==> src/hw/rtl/stmu_pkg.sv <==
package stmu_pkg;

  // Default number of pending timers
  localparam int unsigned MaxTimersDefault = 16;

  // Field widths
  localparam int unsigned NowW    = 63;
  localparam int unsigned RelW    = 31;
  localparam int unsigned TagW    = 8;
  localparam int unsigned ExpW    = 64;
  localparam int unsigned DelayW  = 31;

  localparam logic [DelayW-1:0] DelayMax = {DelayW{1'b1}};

  // Command codes
  localparam logic CmdSet    = 1'b0;
  localparam logic CmdExpire = 1'b1;

  typedef enum logic [1:0] {
    KIND_FIRED  = 2'd0,
    KIND_ARM    = 2'd1,
    KIND_REJECT = 2'd2
  } kind_e;

  typedef struct packed {
    logic              cmd;
    logic [NowW-1:0]   now_ms;
    logic [RelW-1:0]   rel_timeout;
    logic [TagW-1:0]   callback_tag;
    logic              has_callback;
  } in_word_t;

  typedef struct packed {
    kind_e             kind;
    logic [TagW-1:0]   fired_tag;
    logic [DelayW-1:0] delay_ms;
    logic              last;
  } out_word_t;

  // One queue entry
  typedef struct packed {
    logic [ExpW-1:0] expiry;
    logic [TagW-1:0] tag;
    logic            flag;
  } entry_t;

  typedef enum logic [3:0] {
    ST_IDLE,
    ST_REJECT,
    ST_INS_RD,
    ST_INS_CMP,
    ST_EXP_RD,
    ST_EXP_CMP,
    ST_ARM_SUB,
    ST_ARM_OUT,
    ST_FIN
  } state_e;

endpackage

==> src/hw/rtl/software_timer_multiplexer_unit.sv <==
// Sorted timer queue feeding one hardware timer.
// Input: drive item_i and raise start; the word is taken at a clock edge where
// start is high and busy is low. busy stays high until the word's work is done.
// Output: each result word is on result_o for one cycle with out_valid_o high;
// the receiver cannot hold results off. The final word of an item has last set.
// A set word walks the queue from its tail through ST_INS_RD and ST_INS_CMP
// for each entry it compares, moving later entries up one place; a full
// queue is rejected through ST_REJECT. An expiry word passes ST_EXP_RD and
// ST_EXP_CMP per removed timer, then ST_EXP_RD and ST_FIN when the queue ends
// empty, or ST_EXP_RD, ST_EXP_CMP, ST_ARM_SUB and ST_ARM_OUT when it reports
// the arm delay. The walk is bound by the queue memory's registered read port
// and its write port (one read and one write per cycle). Results appear in the
// cycle after the state that produces them; the next word may be accepted in
// the same cycle as the final result.
// Reset empties the queue (count and head pointer cleared); entry contents
// are left as they are and are only read below the count.
module software_timer_multiplexer_unit #(
  parameter int unsigned MAX_TIMERS = stmu_pkg::MaxTimersDefault
) (
  input  logic                clk_i,
  input  logic                rst_ni,
  input  logic                start,
  output logic                busy,
  input  stmu_pkg::in_word_t  item_i,
  output logic                out_valid_o,
  output stmu_pkg::out_word_t result_o
);

  localparam int unsigned IdxW = $clog2(MAX_TIMERS);
  localparam int unsigned CntW = $clog2(MAX_TIMERS + 1);
  localparam int unsigned SumW = CntW + 1;

  stmu_pkg::state_e state_q, state_d;
  logic [CntW-1:0]  count_q, count_d;
  logic [CntW-1:0]  pos_q, pos_d;
  logic [IdxW-1:0]  head_q, head_d;
  logic             pend_v_q, pend_v_d;
  logic [stmu_pkg::TagW-1:0] pend_tag_q, pend_tag_d;
  logic [stmu_pkg::ExpW-1:0] diff_q, diff_d;

  stmu_pkg::in_word_t         item_q;
  logic [stmu_pkg::ExpW-1:0]  exp_q;

  logic                       emit;
  stmu_pkg::out_word_t        emit_word;
  logic                       out_valid_q;
  stmu_pkg::out_word_t        result_q;

  logic                       wr_en;
  logic [IdxW-1:0]            wr_addr;
  stmu_pkg::entry_t           wr_data;
  logic [IdxW-1:0]            rd_addr;
  stmu_pkg::entry_t           rd_data;
  stmu_pkg::entry_t           new_entry;

  logic accept;

  // Map a queue position onto a memory address
  function automatic logic [IdxW-1:0] phys(input logic [IdxW-1:0] head,
                                           input logic [CntW-1:0] pos);
    logic [SumW-1:0] sum;
    sum = SumW'(head) + SumW'(pos);
    if (sum >= SumW'(MAX_TIMERS)) begin
      sum = sum - SumW'(MAX_TIMERS);
    end
    return sum[IdxW-1:0];
  endfunction

  assign accept    = start && !busy;
  assign busy      = (state_q != stmu_pkg::ST_IDLE);
  assign new_entry = '{expiry: exp_q, tag: item_q.callback_tag, flag: item_q.has_callback};

  stmu_queue_mem #(
    .Depth(MAX_TIMERS)
  ) u_mem (
    .clk_i     (clk_i),
    .wr_en_i   (wr_en),
    .wr_addr_i (wr_addr),
    .wr_data_i (wr_data),
    .rd_addr_i (rd_addr),
    .rd_data_o (rd_data)
  );

  // Capture the input word and its absolute expiry
  always_ff @(posedge clk_i) begin
    if (accept) begin
      item_q <= item_i;
      exp_q  <= {1'b0, item_i.now_ms} + stmu_pkg::ExpW'(item_i.rel_timeout);
    end
  end

  // Hold control state
  always_ff @(posedge clk_i or negedge rst_ni) begin
    if (!rst_ni) begin
      state_q  <= stmu_pkg::ST_IDLE;
      count_q  <= '0;
      head_q   <= '0;
      pos_q    <= '0;
      pend_v_q <= 1'b0;
    end else begin
      state_q  <= state_d;
      count_q  <= count_d;
      head_q   <= head_d;
      pos_q    <= pos_d;
      pend_v_q <= pend_v_d;
    end
  end

  // Hold datapath registers
  always_ff @(posedge clk_i) begin
    pend_tag_q <= pend_tag_d;
    diff_q     <= diff_d;
  end

  // Sequence the queue walk and the result words
  always_comb begin
    state_d    = state_q;
    count_d    = count_q;
    head_d     = head_q;
    pos_d      = pos_q;
    pend_v_d   = pend_v_q;
    pend_tag_d = pend_tag_q;
    diff_d     = diff_q;
    emit       = 1'b0;
    emit_word  = '{kind: stmu_pkg::KIND_FIRED, fired_tag: '0, delay_ms: '0, last: 1'b0};
    wr_en      = 1'b0;
    wr_addr    = head_q;
    wr_data    = new_entry;
    rd_addr    = head_q;

    case (state_q)
      stmu_pkg::ST_IDLE: begin
        if (accept) begin
          pend_v_d = 1'b0;
          if (item_i.cmd == stmu_pkg::CmdSet) begin
            if (count_q == CntW'(MAX_TIMERS)) begin
              state_d = stmu_pkg::ST_REJECT;
            end else begin
              pos_d   = count_q;
              state_d = stmu_pkg::ST_INS_RD;
            end
          end else begin
            state_d = stmu_pkg::ST_EXP_RD;
          end
        end
      end

      stmu_pkg::ST_REJECT: begin
        emit           = 1'b1;
        emit_word.kind = stmu_pkg::KIND_REJECT;
        emit_word.last = 1'b1;
        state_d        = stmu_pkg::ST_IDLE;
      end

      // Place the new timer at the front, or fetch the entry before the slot
      stmu_pkg::ST_INS_RD: begin
        if (pos_q == '0) begin
          wr_en              = 1'b1;
          wr_addr            = phys(head_q, '0);
          count_d            = count_q + 1'b1;
          emit               = 1'b1;
          emit_word.kind     = stmu_pkg::KIND_ARM;
          emit_word.delay_ms = item_q.rel_timeout;
          emit_word.last     = 1'b1;
          state_d            = stmu_pkg::ST_IDLE;
        end else begin
          rd_addr = phys(head_q, pos_q - 1'b1);
          state_d = stmu_pkg::ST_INS_CMP;
        end
      end

      // Stop behind an entry that is not later, otherwise shift it up
      stmu_pkg::ST_INS_CMP: begin
        wr_en   = 1'b1;
        wr_addr = phys(head_q, pos_q);
        if (rd_data.expiry <= exp_q) begin
          count_d = count_q + 1'b1;
          state_d = stmu_pkg::ST_IDLE;
        end else begin
          wr_data = rd_data;
          pos_d   = pos_q - 1'b1;
          state_d = stmu_pkg::ST_INS_RD;
        end
      end

      stmu_pkg::ST_EXP_RD: begin
        rd_addr = head_q;
        if (count_q == '0) begin
          state_d = stmu_pkg::ST_FIN;
        end else begin
          state_d = stmu_pkg::ST_EXP_CMP;
        end
      end

      // Drop an expired head; delay its fired word until the next one is known
      stmu_pkg::ST_EXP_CMP: begin
        if (rd_data.expiry <= {1'b0, item_q.now_ms}) begin
          head_d  = phys(head_q, CntW'(1));
          count_d = count_q - 1'b1;
          if (rd_data.flag) begin
            if (pend_v_q) begin
              emit                = 1'b1;
              emit_word.fired_tag = pend_tag_q;
            end
            pend_v_d   = 1'b1;
            pend_tag_d = rd_data.tag;
          end
          state_d = stmu_pkg::ST_EXP_RD;
        end else begin
          diff_d  = rd_data.expiry - {1'b0, item_q.now_ms};
          state_d = stmu_pkg::ST_ARM_SUB;
        end
      end

      stmu_pkg::ST_ARM_SUB: begin
        if (pend_v_q) begin
          emit                = 1'b1;
          emit_word.fired_tag = pend_tag_q;
          pend_v_d            = 1'b0;
        end
        state_d = stmu_pkg::ST_ARM_OUT;
      end

      // Report the remaining delay, saturated
      stmu_pkg::ST_ARM_OUT: begin
        emit           = 1'b1;
        emit_word.kind = stmu_pkg::KIND_ARM;
        emit_word.last = 1'b1;
        if (|diff_q[stmu_pkg::ExpW-1:stmu_pkg::DelayW]) begin
          emit_word.delay_ms = stmu_pkg::DelayMax;
        end else begin
          emit_word.delay_ms = diff_q[stmu_pkg::DelayW-1:0];
        end
        state_d = stmu_pkg::ST_IDLE;
      end

      stmu_pkg::ST_FIN: begin
        if (pend_v_q) begin
          emit                = 1'b1;
          emit_word.fired_tag = pend_tag_q;
          emit_word.last      = 1'b1;
          pend_v_d            = 1'b0;
        end
        state_d = stmu_pkg::ST_IDLE;
      end

      default: begin
        state_d = stmu_pkg::ST_IDLE;
      end
    endcase
  end

  // Register the result word
  always_ff @(posedge clk_i or negedge rst_ni) begin
    if (!rst_ni) begin
      out_valid_q <= 1'b0;
    end else begin
      out_valid_q <= emit;
    end
  end

  always_ff @(posedge clk_i) begin
    if (emit) begin
      result_q <= emit_word;
    end
  end

  assign out_valid_o = out_valid_q;
  assign result_o    = result_q;

`ifndef SYNTHESIS
  a_count_bound: assert property (@(posedge clk_i) disable iff (!rst_ni)
    count_q <= CntW'(MAX_TIMERS))
    else $error("pending count above queue depth");

  a_reject_full: assert property (@(posedge clk_i) disable iff (!rst_ni)
    out_valid_q && (result_q.kind == stmu_pkg::KIND_REJECT) |-> count_q == CntW'(MAX_TIMERS))
    else $error("reject word while queue has room");

  a_last_idle: assert property (@(posedge clk_i) disable iff (!rst_ni)
    out_valid_q && result_q.last |-> state_q == stmu_pkg::ST_IDLE)
    else $error("final word while still working");

  a_accept_busy: assert property (@(posedge clk_i) disable iff (!rst_ni)
    accept |=> busy)
    else $error("accepted word did not raise busy");
`endif

endmodule

==> src/hw/rtl/stmu_queue_mem.sv <==
module stmu_queue_mem #(
  parameter int unsigned Depth = stmu_pkg::MaxTimersDefault
) (
  input  logic                       clk_i,
  input  logic                       wr_en_i,
  input  logic [$clog2(Depth)-1:0]   wr_addr_i,
  input  stmu_pkg::entry_t           wr_data_i,
  input  logic [$clog2(Depth)-1:0]   rd_addr_i,
  output stmu_pkg::entry_t           rd_data_o
);

  stmu_pkg::entry_t mem_q [Depth];
  stmu_pkg::entry_t rd_q;

  // Write one entry
  always_ff @(posedge clk_i) begin
    if (wr_en_i) begin
      mem_q[wr_addr_i] <= wr_data_i;
    end
  end

  // Register the read word
  always_ff @(posedge clk_i) begin
    rd_q <= mem_q[rd_addr_i];
  end

  assign rd_data_o = rd_q;

endmodule
==> config.mk <==
export PLATFORM = sky130hd
export DESIGN_NAME = software_timer_multiplexer_unit
export DESIGN_NICKNAME = d
export VERILOG_FILES = /design/src/hw/rtl/stmu_pkg.sv /design/src/hw/rtl/software_timer_multiplexer_unit.sv /design/src/hw/rtl/stmu_queue_mem.sv
export SDC_FILE = /design/constraint.sdc
export NUM_CORES = 2
export LEC_CHECK = 0
export ABC_CLOCK_PERIOD_IN_PS = 6050
export BUFFER_PORTS_ARGS = -buffer_cell sky130_fd_sc_hd__buf_2
export CAP_MARGIN = 10
export CORE_MARGIN = 1
export CORE_UTILIZATION = 56
export DETAILED_ROUTE_END_ITERATION = 12
export HOLD_SLACK_MARGIN = 0.08
export PLACE_DENSITY = 0.75
export SETUP_SLACK_MARGIN = 0.02
export SKIP_LAST_GASP = 1
export SYNTH_ARGS = -nofsm -noshare
export SYNTH_HDL_FRONTEND = slang
export SYNTH_SLANG_ARGS = --single-unit
==> constraint.sdc <==
create_clock -name clk_i -period 6.05 [get_ports clk_i]
set_clock_uncertainty 0.05 [all_clocks]
set_input_delay 0.605 -clock clk_i [delete_from_list [all_inputs] [get_ports clk_i]]
set_output_delay 0.605 -clock clk_i [all_outputs]
set_load 0.005 [all_outputs]
### Yosys cells after proc, flatten, opt, wreduce, memory -nomap -nowiden

Memories as Yosys holds them, arrays and structs flattened. A register that Yosys moved wholly into a read port is not among the register bits.
Cells that the tools add are included.
Widths: inputs -> output; s select.

| storage, ports and cells | value |
|---|---|
| register bits | 301 |
| word-level logic and storage cells | 121 |
| memories kept | 1 |
| bits in writable memories | 1,168 |

Memory list:

| memory | depth | width | rd ports | clocked after memory_dff | wr ports | RTL line | source |
|---|---|---|---|---|---|---|---|
| u_mem.mem_q | 16 | 73 | 1 | 1 | 1 | stmu_queue_mem.sv:12 | `stmu_pkg::entry_t mem_q [Depth];` |

| operators by class | value |
|---|---|
| add/sub/neg operators | 12 |
| equal/unequal tests | 17 |
| reductions and logical operators | 18 |
| magnitude comparators | 6 |
| bitwise logic cells | 1 |
| muxes and demuxes | 49 |

Operators by type and width:

| cell | count |
|---|---|
| $mux 73 | 2 |
| $add 63x31->64 | 1 |
| $le 64x63->1 | 1 |
| $le 64x64->1 | 1 |
| $sub 64x63->64 | 1 |
| $pmux 31 s2 | 1 |
| $mux 4 | 10 |
| $mux 5 | 7 |
| $reduce_or 33->1 | 1 |
| $mux 32 | 1 |
| $mux 31 | 1 |
| $mux 8 | 3 |
| $pmux 4 s6 | 1 |
| $eq 4x3->1 const B | 4 |
| $pmux 8 s2 | 1 |
| $sub 4x1->4 const B | 4 |
| $pmux 5 s3 | 1 |
| $ne 2x2->1 const B | 7 |
| $add 4x5->6 | 2 |
| $ge 6x5->1 const B | 2 |
| $logic_not 5->1 | 2 |
| $mux 1 | 10 |
| $pmux 5 s2 | 1 |
| $sub 5x1->5 const B | 2 |
| other kinds (27) | 36 |

### Logic depth before layout (Yosys ltp)

| logic depth | value |
|---|---|
| depth after elaboration | 6 |
| mapped depth | 14 |
| depth with buffers taken out | 13 |

### Cells and area by module

Synthesis repeated with hierarchy kept, for this count alone.

| unflattened totals | value |
|---|---|
| cells, all modules | 3,767 |
| area, all modules | 64,117.7 um2 |

By module, submodules not included:

| module | seq. area each (um2) | times used | area an instance (um2) | cells an instance |
|---|---|---|---|---|
| stmu_queue_mem | 36,535.0 | 1 | 45,127.0 | 1,875 |
| software_timer_multiplexer_unit | 8,938.6 | 1 | 18,990.7 | 1,892 |

### Worst setup path before layout

No wires, ideal clock.

| timing | value |
|---|---|
| path type | register to register |
| start | register state_q[0] |
| end | register pos_q[0] |
| setup slack | -304 ps |
| buffers on the path | 1 |
| arrival time | 6,147 ps |
| cell stages (with the launch flop) | 7 |
| setup time | 158 ps |
| cells stage by stage | dfrtp_1 > clkbuf_1 > nor2_1 > and3_1 > a21boi_1 > a211oi_1 > a211oi_1 |

| between the ends | value |
|---|---|
| word-level cells in the longest chain between the ends | 5 |
| elaborated cells between the ends (all ways) | 12 |

RTL lines:

| element | RTL line | source |
|---|---|---|
| start, declared | software_timer_multiplexer_unit.sv:33 | `stmu_pkg::state_e state_q, state_d;` |
| start signal, assigned | software_timer_multiplexer_unit.sv:95 | `state_q <= stmu_pkg::ST_IDLE;` |
| start signal, assigned | software_timer_multiplexer_unit.sv:101 | `state_q <= state_d;` |
| $reduce_bool 4->1 | software_timer_multiplexer_unit.sv:70 | `assign busy = (state_q != stmu_pkg::ST_IDLE);` |
| $logic_not 1->1 | software_timer_multiplexer_unit.sv:69 | `assign accept = start && !busy;` |
| $logic_and 1x1->1 | software_timer_multiplexer_unit.sv:69 |  |
| via accept | software_timer_multiplexer_unit.sv:56 | `logic accept;` |
| $ne 2x2->1 (no line) | -- |  |
| $reduce_and 5->1 (no line) | -- |  |
| end signal, assigned | software_timer_multiplexer_unit.sv:104 | `pos_q <= pos_d;` |
| end, declared | software_timer_multiplexer_unit.sv:35 | `logic [CntW-1:0] pos_q, pos_d;` |

The timed path passes the listed nets, and every way through them passes these cells.
A chain may end at the register's enable or synchronous reset.

### Final worst setup path

| timing | value |
|---|---|
| start | register item_q[40] in the netlist's numbering |
| end | register diff_q[52] in the netlist's numbering, enable pin |

| between the ends | value |
|---|---|
| word-level cells in the longest chain between the ends | 3 |

RTL lines:

| element | RTL line | source |
|---|---|---|
| start, declared | software_timer_multiplexer_unit.sv:41 | `stmu_pkg::in_word_t item_q;` |
| start signal, assigned | software_timer_multiplexer_unit.sv:87 | `item_q <= item_i;` |
| $le 64x63->1 | software_timer_multiplexer_unit.sv:197 | `if (rd_data.expiry <= {1'b0, item_q.now_ms}) begin` |
| $not 1->1 (no line) | -- |  |
| $reduce_and 2->1 (no line) | -- |  |
| end signal, assigned | software_timer_multiplexer_unit.sv:112 | `diff_q <= diff_d;` |
| end, declared | software_timer_multiplexer_unit.sv:39 | `logic [stmu_pkg::ExpW-1:0] diff_q, diff_d;` |

No other way between the ends.

==> flow_metrics.tcl <==
set metrics [dict create \
    outcome "complete, but fails checks" \
    violations "DRC" \
    final_util 0.644 \
    synth_cells 3775 \
    drive_gt1_frac 0.198 \
    layout.nets 4371 \
    area_delta_synth_final_pct 13.7 \
    fin_crit_ns 4.86 \
    post-dp-hpwl_um 88700 \
    timing.rr.start "item_q[40]$_DFFE_PP_" \
    setup_slack_ns 1.19 \
    cp.arrival_ns 5.23 \
    ctsRootBufferMaster "clkbuf_16" \
    cp.required_ns 6.42 \
    synth_ff_type "edfxtp_1" \
    fin_tns_setup_ns 0 \
    dr.pass1.iters 11 \
    cts_buffers 152 \
    port_buffers 150 \
    multi_input_area_mm2 0.0184 \
    met3_wirelength_um 10500 \
    htree_levels 4 \
    ctsResizeCount 0 \
    vias 35400 \
    fill_cells 7714 \
    ys_warn_count 0 \
    clock-sinks 1542 \
    r2r-end "diff_q[52]$_DFFE_PP_" \
    powerDensity_mw_per_mm2 474 \
    clk_pin_slew_ns 0.06 \
    viasPerCell 6.18 \
    synth.avg_cell_area_um2 17.2 \
    endpoint_kind "register" \
    drcViolationCount 32 \
    fp.dieArea_mm2 0.117 \
    p_leak_nw 26.0 \
    slew_headroom 0.260 \
    setup_violations 0 \
    slew_viol_final 0 \
    r2r_cells 12 \
    critPathLaunchType "register" \
    max_freq_ghz 0.206 \
    top_layer "met5" \
    grt_antenna_before_repair 5 \
    dp_slack_ns 0.904 \
    synth_enable_flop_cells 1449 \
    fp-row-count 124 \
    wl_met1_um 61300 \
    synth_top_cells_by_count "edfxtp_1 (1,449), mux4_2 (292), a21oi_1 (200)" \
    regArea_mm2 0.0455 \
    synth_top_area_frac 0.670 \
    drv_cap 0 \
    hold-path-cell-count 4 \
    dieHeight_um 343 \
    routed_wl_um 150000 \
    yosysMostFrequentCell "edfxtp_1" \
    synthTopCellsByArea "edfxtp_1 (67%), mux4_2 (10%), ha_1 (3.3%)" \
    grt_pass1_vias 35800 \
    ys_ff_latch 1542 \
    initial_utilization 0.566 \
    place_congestion 0.939 \
    hold_path_startpoint "item_i[103]" \
    core-area_mm2 0.115 \
    cp_max_fo 33 \
    boundaryPins 151 \
    grt_max_degree 139 \
    tightest_slew_ns 1.11 \
    fp.dieW_um 343 \
    path_class "reg2reg" \
    ys_seq_area_frac 0.700 \
    min_path_type "in2reg" \
    synth.largest_area_cell "edfxtp_1" \
    syn_area_mm2 0.0649 \
    grt_pass1_wl_um 222000 \
    rsz0062_at_grt "false" \
    ir_drop_v 0.000354 \
    grt_usage 0.258 \
    wl_per_cell_um 26.1 \
    route.antenna.remaining_nets 0 \
    clock_latency_ns 0.77 \
    min_to "state_q[1]$_DFFE_PN0P_" \
    r2r_slack_ns 1.19 \
    overflow 0 \
    syn_nets 4056 \
    cts_tree "built" \
    drt-initial-drc-count 3464 \
    period_share 0.803 \
    final-hold-violation-count 0 \
    route.met2.wl_um 73400 \
    cts.path.max_buffers 3 \
    async_flop_share 0.0130 \
    synth_cell_types 81 \
]
critical path, cell delays in order (launching register included):
cell and delay (ns):
edfxtp_1 0.37, ha_1 0.24, fa_1 0.41, nand2b_1 0.18, a21oi_1 0.18, o41a_1 0.29, a21oi_2 0.14, o41ai_2 0.60
a31oi_2 0.37, o21ai_2 0.41, nand3_2 0.19, inv_2 0.70, buf_4 0.37
report_power, final:
group / switching, W / internal, W
Combinational: 0.00651 / 0.00507
Sequential: 0.000592 / 0.0134
Clock: 0.00392 / 0.00549
cells by family after synthesis:
family | synth area share
compound gates | 0.0577
xor+xnor | 0.0177
fa+ha+maj | 0.0341
buf+inv | 0.0200
flops | 0.700
mux | 0.126
simple gates | 0.0443
placed cells by master (no fill, tap or decap), types with 15 or more instances in the layout:
| cell type | count |
|---|---|
| nand4_1 | 47 |
| mux2_2 | 58 |
| and2_1 | 19 |
| clkinv_1 | 21 |
| a31oi_1 | 19 |
| o21ai_0 | 86 |
| o21a_1 | 16 |
| nand3_1 | 26 |
| clkinv_2 | 24 |
| o21ai_1 | 16 |
| buf_4 | 42 |
| dfrtp_1 | 20 |
| clkbuf_1 | 34 |
| xor2_1 | 33 |
| dlygate4sd3_1 | 104 |
| nand2b_1 | 21 |
| xnor2_1 | 97 |
| mux2_1 | 15 |
| ha_1 | 169 |
| dfxtp_1 | 73 |
| nand2_1 | 134 |
| inv_1 | 161 |
| a21o_1 | 85 |
| edfxtp_1 | 1449 |
| nor2_1 | 135 |
| buf_12 | 20 |
| buf_2 | 150 |
| clkbuf_16 | 157 |
| and3_1 | 18 |
| a211oi_1 | 84 |
| a21oi_1 | 199 |
| nor2b_1 | 95 |
| nor3_1 | 21 |
| mux2i_1 | 76 |
| mux4_2 | 292 |
| nor2_4 | 16 |
metrics by stage:
stage | total power (W) | hold WS, ns | std cells | area (µm²)
floorplan | 0.0226 | 0.259 | 3775 | 64900
global placement | 0.0255 | 0.364 | 5343 | 67800
detailed placement | 0.0257 | 0.363 | 5343 | 67800
CTS | 0.0352 | 0.228 | 5724 | 73800
global route | 0.0366 | 0.308 | 5727 | 73800
finish | 0.0350 | 0.268 | 5728 | 73800
how the worst max path moves through the flow:
stage                                startpoint                            to  slack (ns)  cells past startpoint
after floorplan           head_q[1]$_DFFE_PN0P_  u_mem.mem_q[13][0]$_DFFE_PP_        0.66                      8
after global placement     item_q[40]$_DFFE_PP_        result_o[31]$_DFFE_PP_        1.02                     12
after detailed placement   item_q[40]$_DFFE_PP_        result_o[30]$_DFFE_PP_        0.90                     12
after CTS                  item_q[40]$_DFFE_PP_        result_o[29]$_DFFE_PP_        0.84                     12
after global routing       item_q[40]$_DFFE_PP_          diff_q[38]$_DFFE_PP_        1.02                     12
final                      item_q[40]$_DFFE_PP_          diff_q[52]$_DFFE_PP_        1.19                     12
layer usage:
metal / global-route usage / vias to the layer above
met4: 0.0890 / 4
met2: 0.420 / 1389
li1: - / 15600
met1: 0.353 / 18200
met3: 0.0458 / 256
met5: 0 / -
sequential cells by signal, indices dropped and copies added (netlist names):
signal	cells
count_q	5
diff_q	64
exp_q	64
head_q	4
item_q	103
out_valid_o	1
pend_tag_q	8
pend_v_q	1
pos_q	5
result_o	42
state_q	4
u_mem.mem_q	1168
u_mem.rd_data_o	73
final cells by class:
type | instances | share of cell area
diodes | 3 | 0.000102
clock buffers | 205 | 0.0575
clock inverters | 72 | 0.0101
inverters | 164 | 0.00834
multi-input cells | 1914 | 0.249
flip-flops and latches | 1542 | 0.616
well taps | 1512 | 0.0256
repair buffers | 316 | 0.0340
timing repair:
action | 4_1_cts | 5_1_grt
hold endpoints to repair | 124 | 0
buffers inserted | 0 | 0
hold buffers | 104 | 0
(Power assumes the default switching activity.)
